### config.mk
export PLATFORM = sky130hd
export DESIGN_NAME = capture_tachometer_qrpm_unit
export DESIGN_NICKNAME = d
export VERILOG_FILES = /design/src/rtl/ctq_pkg.sv /design/src/rtl/ctq_ctrl.sv /design/src/rtl/ctq_dpath.sv /design/src/rtl/capture_tachometer_qrpm_unit.sv
export SDC_FILE = /design/constraint.sdc
export NUM_CORES = 1
export LEC_CHECK = 0
export ABC_AREA = 1
export BUFFER_PORTS_ARGS = -buffer_cell sky130_fd_sc_hd__buf_2
export CAP_MARGIN = 20
export CELL_PAD_IN_SITES_DETAIL_PLACEMENT = 1
export CELL_PAD_IN_SITES_GLOBAL_PLACEMENT = 1
export CORE_UTILIZATION = 40
export CTS_CLUSTER_SIZE = 24
export DETAILED_ROUTE_END_ITERATION = 7
export HOLD_SLACK_MARGIN = 0.1
export PLACE_DENSITY_LB_ADDON = 0.2
export SETUP_SLACK_MARGIN = 0.2
export SYNTH_ARGS = -nofsm -noshare
export SYNTH_HDL_FRONTEND = slang
export SYNTH_SLANG_ARGS = --single-unit
### constraint.sdc
create_clock -name aclk -period 2.4 [get_ports aclk]
set_input_delay 0.72 -clock aclk [delete_from_list [all_inputs] [get_ports aclk]]
set_output_delay 0.72 -clock aclk [all_outputs]
set_load 0.1 [all_outputs]
### src/rtl/ctq_pkg.sv
// Shared types and constants of the capture tachometer (quarter RPM).
// No dependencies; used by ctq_ctrl, ctq_dpath and the top level.
`timescale 1ns / 1ps
`default_nettype none

package ctq_pkg;

    localparam int CountWidth  = 16;
    localparam int PeriodWidth = 24;
    localparam int DivWidth    = 32;
    localparam int OvfWidth    = 8;
    localparam int CfgIdxWidth = 2;

    localparam logic [OvfWidth-1:0]    StopCount      = 8'd128;
    localparam logic [CountWidth-1:0]  FullScale      = 16'hFFFF;
    localparam logic [DivWidth-1:0]    RateNumReset   = 32'd480000000;
    localparam logic [PeriodWidth-1:0] MinPeriodReset = 24'd7325;
    localparam logic [CountWidth-1:0]  RampNumReset   = 16'd7325;

    typedef enum logic {
        OP_CAPTURE = 1'b0,
        OP_TICK    = 1'b1
    } event_op_t;

    typedef enum logic [1:0] {
        KIND_STOPPED  = 2'd0,
        KIND_RAMP     = 2'd1,
        KIND_OVER     = 2'd2,
        KIND_MEASURED = 2'd3
    } speed_kind_t;

    typedef enum logic [CfgIdxWidth-1:0] {
        CFG_RATE_NUM   = 2'd0,
        CFG_MIN_PERIOD = 2'd1,
        CFG_RAMP_NUM   = 2'd2
    } cfg_index_t;

    typedef enum logic [1:0] {
        ST_IDLE,
        ST_EVAL,
        ST_DIV,
        ST_OUT
    } ctq_state_t;

    // Commands from the controller to the datapath.
    typedef struct packed {
        logic capture_event;
        logic eval_start;
        logic div_step;
        logic load_out;
    } ctq_cmd_t;

    // Status from the datapath to the controller.
    typedef struct packed {
        logic need_div;
        logic last_step;
        logic out_free;
    } ctq_stat_t;

endpackage

`default_nettype wire

### src/rtl/ctq_ctrl.sv
// Sequencer of the capture tachometer: takes an event, evaluates, divides if needed, outputs.
// Depends on ctq_pkg for the state, command and status types.
`timescale 1ns / 1ps
`default_nettype none

module ctq_ctrl (
    input  wire logic               aclk,
    input  wire logic               aresetn,
    input  wire logic               s_tvalid,
    output logic                    s_tready,
    input  wire ctq_pkg::ctq_stat_t stat,
    output ctq_pkg::ctq_cmd_t       cmd
);
    import ctq_pkg::*;

    ctq_state_t state_reg;
    ctq_state_t state_next;

    always_ff @(posedge aclk) begin
        if (!aresetn) begin
            state_reg <= ST_IDLE;
        end else begin
            state_reg <= state_next;
        end
    end

    always_comb begin
        state_next = state_reg;
        unique case (state_reg)
            ST_IDLE: begin
                if (s_tvalid) begin
                    state_next = ST_EVAL;
                end
            end
            ST_EVAL: begin
                state_next = stat.need_div ? ST_DIV : ST_OUT;
            end
            ST_DIV: begin
                if (stat.last_step) begin
                    state_next = ST_OUT;
                end
            end
            ST_OUT: begin
                if (stat.out_free) begin
                    state_next = ST_IDLE;
                end
            end
            default: state_next = ST_IDLE;
        endcase
    end

    always_comb begin
        cmd      = '0;
        s_tready = 1'b0;
        unique case (state_reg)
            ST_IDLE: begin
                s_tready          = 1'b1;
                cmd.capture_event = s_tvalid;
            end
            ST_EVAL: cmd.eval_start = 1'b1;
            ST_DIV:  cmd.div_step   = 1'b1;
            ST_OUT:  cmd.load_out   = stat.out_free;
            default: ;
        endcase
    end

`ifndef ASSERT_OFF
    a_accept_to_eval: assert property (@(posedge aclk) disable iff (!aresetn)
        cmd.capture_event |=> state_reg == ST_EVAL)
        else $error("accepted event did not move to evaluation");

    a_div_to_out: assert property (@(posedge aclk) disable iff (!aresetn)
        (state_reg == ST_DIV && stat.last_step) |=> state_reg == ST_OUT)
        else $error("divider finished but result was not staged");

    a_cmd_exclusive: assert property (@(posedge aclk) disable iff (!aresetn)
        $onehot0({cmd.capture_event, cmd.eval_start, cmd.div_step, cmd.load_out}))
        else $error("more than one datapath command in a cycle");
`endif

endmodule

`default_nettype wire

### src/rtl/ctq_dpath.sv
// Datapath of the capture tachometer: event state, configuration, shared divider
// and output register. Depends on ctq_pkg; driven by ctq_ctrl commands.
`timescale 1ns / 1ps
`default_nettype none

module ctq_dpath (
    input  wire logic              aclk,
    input  wire logic              aresetn,
    input  wire ctq_pkg::ctq_cmd_t cmd,
    output ctq_pkg::ctq_stat_t     stat,
    input  wire logic              ev_op,
    input  wire logic [15:0]       ev_count,
    input  wire logic              cfg_valid,
    input  wire logic [1:0]        cfg_index,
    input  wire logic [31:0]       cfg_data,
    output logic [15:0]            out_qrpm,
    output logic [1:0]             out_kind,
    output logic                   out_valid,
    input  wire logic              out_ready
);
    import ctq_pkg::*;

    // Configuration registers.
    logic [DivWidth-1:0]    rate_num_reg;
    logic [PeriodWidth-1:0] min_period_reg;
    logic [CountWidth-1:0]  ramp_num_reg;

    always_ff @(posedge aclk) begin
        if (!aresetn) begin
            rate_num_reg   <= RateNumReset;
            min_period_reg <= MinPeriodReset;
            ramp_num_reg   <= RampNumReset;
        end else if (cfg_valid) begin
            unique case (cfg_index)
                CFG_RATE_NUM:   rate_num_reg   <= cfg_data;
                CFG_MIN_PERIOD: min_period_reg <= cfg_data[PeriodWidth-1:0];
                CFG_RAMP_NUM:   ramp_num_reg   <= cfg_data[CountWidth-1:0];
                default: ;
            endcase
        end
    end

    // Event state.
    logic [OvfWidth-1:0]   ovf_reg, ovf_next;
    logic [CountWidth-1:0] last_reg, last_next;
    logic [CountWidth-1:0] plow_reg, plow_next;
    logic [OvfWidth-1:0]   phigh_reg, phigh_next;
    logic [OvfWidth:0]     ovf_inc;

    always_comb begin
        ovf_next   = ovf_reg;
        last_next  = last_reg;
        plow_next  = plow_reg;
        phigh_next = phigh_reg;
        ovf_inc    = {1'b0, ovf_reg} + {{OvfWidth{1'b0}}, 1'b1};
        if (cmd.capture_event) begin
            if (ev_op == OP_CAPTURE) begin
                plow_next  = ev_count - last_reg;
                // A wrap of the timer means one of the overflows is already
                // inside the 16-bit difference.
                phigh_next = (ev_count < last_reg) ? ovf_reg - 8'd1 : ovf_reg;
                ovf_next   = '0;
                last_next  = ev_count;
            end else begin
                ovf_next = (ovf_inc >= {1'b0, StopCount}) ? StopCount
                                                          : ovf_inc[OvfWidth-1:0];
            end
        end
    end

    always_ff @(posedge aclk) begin
        if (!aresetn) begin
            ovf_reg   <= StopCount;
            last_reg  <= '0;
            plow_reg  <= '0;
            phigh_reg <= '0;
        end else begin
            ovf_reg   <= ovf_next;
            last_reg  <= last_next;
            plow_reg  <= plow_next;
            phigh_reg <= phigh_next;
        end
    end

    // Speed rule on the updated state.
    logic [PeriodWidth-1:0] period;
    speed_kind_t            kind_sel;

    assign period = {phigh_reg, plow_reg};

    always_comb begin
        if (ovf_reg >= StopCount) begin
            kind_sel = KIND_STOPPED;
        end else if (ovf_reg > phigh_reg) begin
            kind_sel = KIND_RAMP;
        end else if (period < min_period_reg || period == '0) begin
            kind_sel = KIND_OVER;
        end else begin
            kind_sel = KIND_MEASURED;
        end
    end

    // Restoring divider, one quotient bit per cycle. The dividend register
    // shifts left and collects the quotient bits at the bottom.
    speed_kind_t             kind_reg;
    logic [DivWidth-1:0]     dvd_reg, dvd_next;
    logic [PeriodWidth-1:0]  rem_reg, rem_next;
    logic [PeriodWidth-1:0]  dvs_reg, dvs_next;
    logic [4:0]              cnt_reg, cnt_next;
    logic [PeriodWidth:0]    shifted;
    logic [PeriodWidth+1:0]  trial;

    always_comb begin
        dvd_next = dvd_reg;
        rem_next = rem_reg;
        dvs_next = dvs_reg;
        cnt_next = cnt_reg;
        shifted  = {rem_reg, dvd_reg[DivWidth-1]};
        trial    = {1'b0, shifted} - {2'b00, dvs_reg};
        if (cmd.eval_start) begin
            rem_next = '0;
            cnt_next = '0;
            if (kind_sel == KIND_RAMP) begin
                dvd_next = {{(DivWidth-CountWidth){1'b0}}, ramp_num_reg};
                dvs_next = {{(PeriodWidth-OvfWidth){1'b0}}, ovf_reg};
            end else begin
                dvd_next = rate_num_reg;
                dvs_next = period;
            end
        end else if (cmd.div_step) begin
            cnt_next = cnt_reg + 5'd1;
            if (trial[PeriodWidth+1]) begin
                rem_next = shifted[PeriodWidth-1:0];
                dvd_next = {dvd_reg[DivWidth-2:0], 1'b0};
            end else begin
                rem_next = trial[PeriodWidth-1:0];
                dvd_next = {dvd_reg[DivWidth-2:0], 1'b1};
            end
        end
    end

    always_ff @(posedge aclk) begin
        dvd_reg <= dvd_next;
        rem_reg <= rem_next;
        dvs_reg <= dvs_next;
        cnt_reg <= cnt_next;
        if (cmd.eval_start) begin
            kind_reg <= kind_sel;
        end
    end

    // Output register.
    logic        out_valid_reg, out_valid_next;
    logic [15:0] qrpm_reg, qrpm_next;
    logic [1:0]  kind_out_reg, kind_out_next;

    always_comb begin
        case (kind_reg)
            KIND_STOPPED:  qrpm_next = '0;
            KIND_RAMP:     qrpm_next = dvd_reg[CountWidth-1:0];
            KIND_OVER:     qrpm_next = FullScale;
            KIND_MEASURED: qrpm_next = (dvd_reg[DivWidth-1:CountWidth] != '0)
                                       ? FullScale : dvd_reg[CountWidth-1:0];
            default:       qrpm_next = '0;
        endcase
        kind_out_next  = kind_reg;
        out_valid_next = out_valid_reg;
        if (cmd.load_out) begin
            out_valid_next = 1'b1;
        end else if (out_ready) begin
            out_valid_next = 1'b0;
        end
    end

    always_ff @(posedge aclk) begin
        if (!aresetn) begin
            out_valid_reg <= 1'b0;
        end else begin
            out_valid_reg <= out_valid_next;
        end
        if (cmd.load_out) begin
            qrpm_reg     <= qrpm_next;
            kind_out_reg <= kind_out_next;
        end
    end

    assign out_qrpm  = qrpm_reg;
    assign out_kind  = kind_out_reg;
    assign out_valid = out_valid_reg;

    assign stat.need_div  = (kind_sel == KIND_RAMP) || (kind_sel == KIND_MEASURED);
    assign stat.last_step = (cnt_reg == 5'd31);
    assign stat.out_free  = !out_valid_reg || out_ready;

`ifndef ASSERT_OFF
    a_ovf_bound: assert property (@(posedge aclk) disable iff (!aresetn)
        ovf_reg <= StopCount)
        else $error("overflow count above the stop value");

    a_stopped_zero: assert property (@(posedge aclk) disable iff (!aresetn)
        (out_valid_reg && kind_out_reg == KIND_STOPPED) |-> qrpm_reg == '0)
        else $error("stopped result carries a nonzero speed");

    a_load_valid: assert property (@(posedge aclk) disable iff (!aresetn)
        cmd.load_out |=> out_valid_reg)
        else $error("loaded result not presented");
`endif

endmodule

`default_nettype wire

### src/rtl/capture_tachometer_qrpm_unit.sv
// Capture tachometer reporting speed in quarter RPM: every input transfer (a
// capture edge or a timer overflow tick) yields exactly one result transfer.
// An event that needs a division (measured speed or ramp-down bound) goes from
// evaluation through the shared restoring divider, which produces one quotient
// bit per cycle, to the output stage; stopped and over-range results skip the
// divider. One event is in work at a time; a new one is taken as soon as the
// previous result sits in the output register.
// Configuration writes are always accepted (cfg_ready is tied high).
// Depends on ctq_pkg, ctq_ctrl and ctq_dpath.
`timescale 1ns / 1ps
`default_nettype none

module capture_tachometer_qrpm_unit (
    input  wire logic        aclk,
    input  wire logic        aresetn,
    input  wire logic        s_tvalid,
    output logic             s_tready,
    input  wire logic [15:0] s_tdata,   // [15:0] edge_stamp
    input  wire logic        s_tuser,   // [0] op
    output logic             m_tvalid,
    input  wire logic        m_tready,
    output logic [15:0]      m_tdata,   // [15:0] qrpm
    output logic [1:0]       m_tuser,   // [1:0] speed_kind
    input  wire logic        cfg_valid,
    output logic             cfg_ready,
    input  wire logic [1:0]  cfg_index,
    input  wire logic [31:0] cfg_data
);
    import ctq_pkg::*;

    ctq_cmd_t  cmd;
    ctq_stat_t stat;

    assign cfg_ready = 1'b1;

    ctq_ctrl u_ctrl (
        .aclk     (aclk),
        .aresetn  (aresetn),
        .s_tvalid (s_tvalid),
        .s_tready (s_tready),
        .stat     (stat),
        .cmd      (cmd)
    );

    ctq_dpath u_dpath (
        .aclk      (aclk),
        .aresetn   (aresetn),
        .cmd       (cmd),
        .stat      (stat),
        .ev_op     (s_tuser),
        .ev_count  (s_tdata),
        .cfg_valid (cfg_valid),
        .cfg_index (cfg_index),
        .cfg_data  (cfg_data),
        .out_qrpm  (m_tdata),
        .out_kind  (m_tuser),
        .out_valid (m_tvalid),
        .out_ready (m_tready)
    );

endmodule

`default_nettype wire

### Word level (Yosys, flattened, before mapping)

Cells that the tools add are included.

| word-level totals | value |
|---|---|
| flip-flop bits (word level) | 228 |
| output and inout port bits | 21 |
| bits of input ports | 56 |
| word-level logic and storage cells | 84 |

| cells by class | value |
|---|---|
| equality and inequality tests | 14 |
| muxes and demuxes | 26 |
| reduce and logical (&&, ||, !) cells | 16 |
| $add $sub $neg | 5 |
| magnitude comparators | 5 |
| bitwise logic cells | 1 |

Operators with widths:

| operator | count |
|---|---|
| two-way mux 32 bit | 3 |
| one-hot mux 16 bit (4 select lines) | 1 |
| two-way mux 8 bit | 4 |
| subtractor 25 x 24 -> 26 bit | 1 |
| zero test 24 bit | 1 |
| less-than comparator 24 bit | 1 |
| two-way mux 24 bit | 1 |
| less-than comparator 16 bit | 1 |
| two-way mux 16 bit | 1 |
| nonzero test 16 bit | 1 |
| subtractor 16 bit | 1 |
| equality test 2 bit (second input constant) | 6 |
| two-way mux 1 bit | 10 |
| two-way mux 2 bit | 5 |
| adder 8 x 1 -> 9 bit (second input constant) | 1 |
| >= comparator 9 x 8 -> 1 bit (second input constant) | 1 |
| equality test 2 x 1 -> 1 bit (second input constant) | 4 |
| >= comparator 8 bit (second input constant) | 1 |
| greater-than comparator 8 bit | 1 |
| one-hot mux 2 bit (4 select lines) | 1 |
| AND reduction 2 bit | 4 |
| subtractor 8 x 1 -> 8 bit (second input constant) | 1 |
| zero test 2 bit | 3 |
| adder 5 x 1 -> 5 bit (second input constant) | 1 |
| other kinds (8) | 12 |

### Logic depth before layout (Yosys ltp)

| logic depth | value |
|---|---|
| word-level depth | 9 |
| mapped depth | 16 |
| mapped depth without buffers | 15 |

### By module

From an unflattened synthesis, not the netlist that was laid out.

| unflattened totals | value |
|---|---|
| cells, all modules | 1803 |
| area total of the unflattened synthesis | 13026.2 sq um |

By module, submodules not included:

| module | instances | area each (sq um) | cells each | sequential area each (sq um) |
|---|---|---|---|---|
| ctq_dpath | 1 | 12791.0 | 1767 | 5285.1 |
| ctq_ctrl | 1 | 224.0 | 34 | 40.0 |
| capture_tachometer_qrpm_unit | 1 | 11.3 | 2 | 0.0 |

### Worst setup path after synthesis

OpenSTA, ideal clock, no wires.

| path | value |
|---|---|
| kind | register to register |
| from | register u_ctrl.state_reg[0] |
| to | register u_dpath.plow_reg[8] |
| cell stages (with the launch flop) | 9 |
| path slack | -0.135 ns |
| period minus slack after synthesis | 2.535 ns |
| arrival time | 2.418 ns |
| required time | 2.283 ns |
| setup time | 0.117 ns |
| buffers on the path | 1 |
| cell sequence | dfxtp_1 -> inv_1 -> ha_1 -> nand2_1 -> nor2_2 -> clkbuf_1 -> nand2_1 -> o221ai_1 -> inv_1 |

| between the ends | value |
|---|---|
| cells in the longest elaborated chain, start to end | 3 |

RTL lines:

| what | line | RTL |
|---|---|---|
| start: declaration | ctq_ctrl.sv:16 | `ctq_state_t state_reg;` |
| start signal: assignment | ctq_ctrl.sv:23 | `state_reg <= state_next;` |
| zero test 2 bit | ctq_ctrl.sv:55 | `unique case (state_reg)` |
| two-way mux 1 bit | ctq_ctrl.sv:55 |  |
| AND reduction 2 bit (no line) | - |  |
| end signal: assignment | ctq_dpath.sv:80 | `plow_reg <= plow_next;` |
| end: declaration | ctq_dpath.sv:46 | `logic [CountWidth-1:0] plow_reg, plow_next;` |

Every way passes these cells.
A chain may end at the register's enable or synchronous reset.

### Worst setup path after layout

| path | value |
|---|---|
| from | register u_ctrl.state_reg[1] |
| to | output port s_tready |

| between the ends | value |
|---|---|
| cells in the longest elaborated chain, start to end | 2 |

RTL lines:

| what | line | RTL |
|---|---|---|
| zero test 2 bit | ctq_ctrl.sv:55 |  |
| two-way mux 1 bit | ctq_ctrl.sv:55 |  |
| end: declaration | capture_tachometer_qrpm_unit.sv:17 | `output logic s_tready,` |

Every way passes these cells.

==> flow_metrics.env <==
export IMPL_grt_total_usage=0.232
export IMPL_worst_pin_slew_ps=774
export IMPL_final_nets=2053
export IMPL_hp_class="in -> reg"
export IMPL_clk_path_buf_depth=3
export IMPL_mostFrequentLayoutCell="nand2_1"
export IMPL_rows=66
export IMPL_drc=0
export IMPL_status="finished, final reports clean"
export IMPL_crit_path_end_kind="primary output"
export IMPL_ant_nets=0
export IMPL_die_area_mm2=0.0336
export IMPL_holdBufCountCts=0
export IMPL_grt_antenna_before_repair=0
export IMPL_final_fill_count=4108
export IMPL_core_area_mm2=0.0325
export IMPL_setup_ws_ps=268
export IMPL_syn_area_mm2=0.0131
export IMPL_vias=12105
export IMPL_fin_crit_ps=2130
export IMPL_wl_per_cell_um=16.7
export IMPL_fin_crit_sh=0.888
export IMPL_drv_cap=0
export IMPL_syn_to_final_growth_pct=20.3
export IMPL_root_buffer="clkbuf_16"
export IMPL_drive_gt1_frac=0.166
export IMPL_finalSetupViolations=0
export IMPL_dp_cells=2313
export IMPL_drv_slew=0
export IMPL_die_y_um=183
export IMPL_clk_pin_slew_ps=60
export IMPL_cp_start_kind="flop"
export IMPL_die_w_um=183
export IMPL_design_area_mm2=0.0158
export IMPL_synth_yosys_seq_area_share=0.405
export IMPL_finalHoldViolCount=0
export IMPL_ys_ff_latch=228
export IMPL_finalSetupTns_ps=0
export IMPL_grt_ovfl_total=0
export IMPL_critPathMaxStageDelay_ps=400
export IMPL_leakage_nw=7.59
export IMPL_final_cell_mix="486 x nand2_1, 265 x inv_1, 145 x dfxtp_1"
export IMPL_cpMaxStageDelayCell="dfxtp_1"
export IMPL_regArea_mm2=0.00534
export IMPL_skew_ps=10.7
export IMPL_multiInputGateArea_mm2=0.00675
export IMPL_cts_tree="built"
export IMPL_syn_nets=1940
export IMPL_power_mw=15.5
export IMPL_yosys_warnings=0
export IMPL_ioPinCount=77
export IMPL_yosysUniqueCellTypes=46
export IMPL_htree_levels=1
export IMPL_path_cells="inv_2 -> ha_4 -> buf_12"
export IMPL_synth_enable_flop_cells=76
export IMPL_rsz0062_at_grt="no"
export IMPL_viasPerCell=5.09
export IMPL_dp_slack_ps=-50.1
export IMPL_dr_first_iter_drc_count=599
export IMPL_criticalPathCategory="reg -> out"
export IMPL_hpwl_um=28100
export IMPL_portBuffers=75
export IMPL_vdd_ir_drop_max_uv=667
export IMPL_post_dp_cell_area_mm2=0.0144
export IMPL_gp_congestion=0.910
export IMPL_p_per_area_mw_per_mm2=982
export IMPL_n_antenna_cell=0
export IMPL_grt_pass1_wl_um=62700
export IMPL_fin_util=0.487
export IMPL_synth_main_ff_cell="dfxtp_1"
export IMPL_clk_latency_ps=550
export IMPL_start_util=0.405
export IMPL_synth_cells=1802
export IMPL_path_max_fanout=4
export IMPL_grt_max_degree=105
export IMPL_holdWs_ps=384
export IMPL_first_pass_iters=5
export IMPL_fmax_mhz=469
export IMPL_required_ps=1680
export IMPL_grt_pass1_vias=12455
export IMPL_synth_area_per_cell_um2=7.30
export IMPL_relSlewSlack=0.481
export IMPL_cp_arrival_ps=1410
export IMPL_stdcell_count=2378
export IMPL_cts_buffers=27
export IMPL_cts_sinks=228
export IMPL_wl_um=39800
export IMPL_async_flop_share=0
## layer usage
| metal | routed length, µm | up-vias | track usage |
|---|---|---|---|
| li1 | - | 5994 | - |
| met1 | 18300 | 5832 | 0.302 |
| met2 | 19100 | 219 | 0.407 |
| met3 | 1280 | 60 | 0.0222 |
| met4 | 1100 | 0 | 0.0643 |
| met5 | 0 | - | 0 |
## worst max-delay path: cells and delay by family (launching register included)
| family | cells | cell delay (ps) |
|---|---|---|
| adder cells (fa/ha/maj) | 1 | 190 |
| buffers and inverters | 2 | 260 |
| flip-flops | 1 | 400 |
## cells in the mapped netlist (3+ instances only)
library cell,instances,area share
nand2_1,492,0.14
inv_1,275,0.079
dfxtp_1,152,0.23
a21oi_1,117,0.045
nor2_1,115,0.033
o21ai_0,103,0.039
nand3_1,100,0.038
ha_1,80,0.076
edfxtp_1,76,0.17
clkbuf_1,49,0.014
nand3b_1,26,0.015
o21ai_1,19,0.0072
nand2_2,18,0.0086
nand4_1,18,0.0086
xor2_1,17,0.011
inv_2,16,0.0046
nor3_1,15,0.0057
o211ai_1,15,0.0086
nand3_2,14,0.011
a21oi_2,12,0.0080
buf_2,9,0.0034
xnor2_1,8,0.0053
nor2_2,5,0.0024
o21bai_1,5,0.0029
a31oi_1,4,0.0019
clkinv_1,4,0.0011
and2_1,3,0.0014
buf_4,3,0.0017
buf_6,3,0.0026
nor2_4,3,0.0026
nor4_1,3,0.0014
o21a_1,3,0.0017
## where the power goes
| group | leakage, nW | internal [mW] | switching (mW) |
|---|---|---|---|
| combinational | 5.19 | 1.97 | 3.95 |
| clock | 0.428 | 2.42 | 1.68 |
| sequential | 1.97 | 5.09 | 0.428 |
| total | 7.59 | 9.48 | 6.06 |
## final timing paths
kind / endpoint / slack, ps / start / cells after the start
worst max-delay path: s_tready / 270 / u_ctrl.state_reg[1] / 3
worst min-delay path: u_dpath.rate_num_reg[28] / 380 / cfg_data[28] / 3
worst min register to register: u_dpath.rate_num_reg[5] / 450 / u_dpath.rate_num_reg[5] / 2
worst max register to register: u_dpath.dvd_reg[15] / 280 / u_dpath.phigh_reg[5] / 11
## timing repair
| item | in CTS | in global routing |
|---|---|---|
| setup buffers | 0 | 7 |
| cloned | 0 | 8 |
| setup endpoints to repair | 16 | 72 |
| gates resized for setup | 13 | 71 |
| hold endpoints to repair | 0 | 0 |
| pin swaps | 1 | 9 |
## final cells by class
type                       count  share of cell area
multi-input combinational   1213               0.427
sequential                   228               0.338
timing repair buffer         150              0.0746
inverter                     295              0.0702
clock buffer                  45              0.0514
tap                          442              0.0350
clock inverter                 5             0.00427
## cells by family (layout without fill, tap and decap cells)
group	Yosys count	count (layout)	share of synthesized area
AO/OA/AOI/OAI	285	285	0.119
flip-flops	228	228	0.405
buffers and inverters	361	495	0.107
AND/OR/NAND/NOR	820	820	0.273
XOR/XNOR	25	25	0.0167
other	1	1	0.000285
adder cells (fa/ha/maj)	82	82	0.0792
Note: power is estimated with default switching activity, not from simulation.
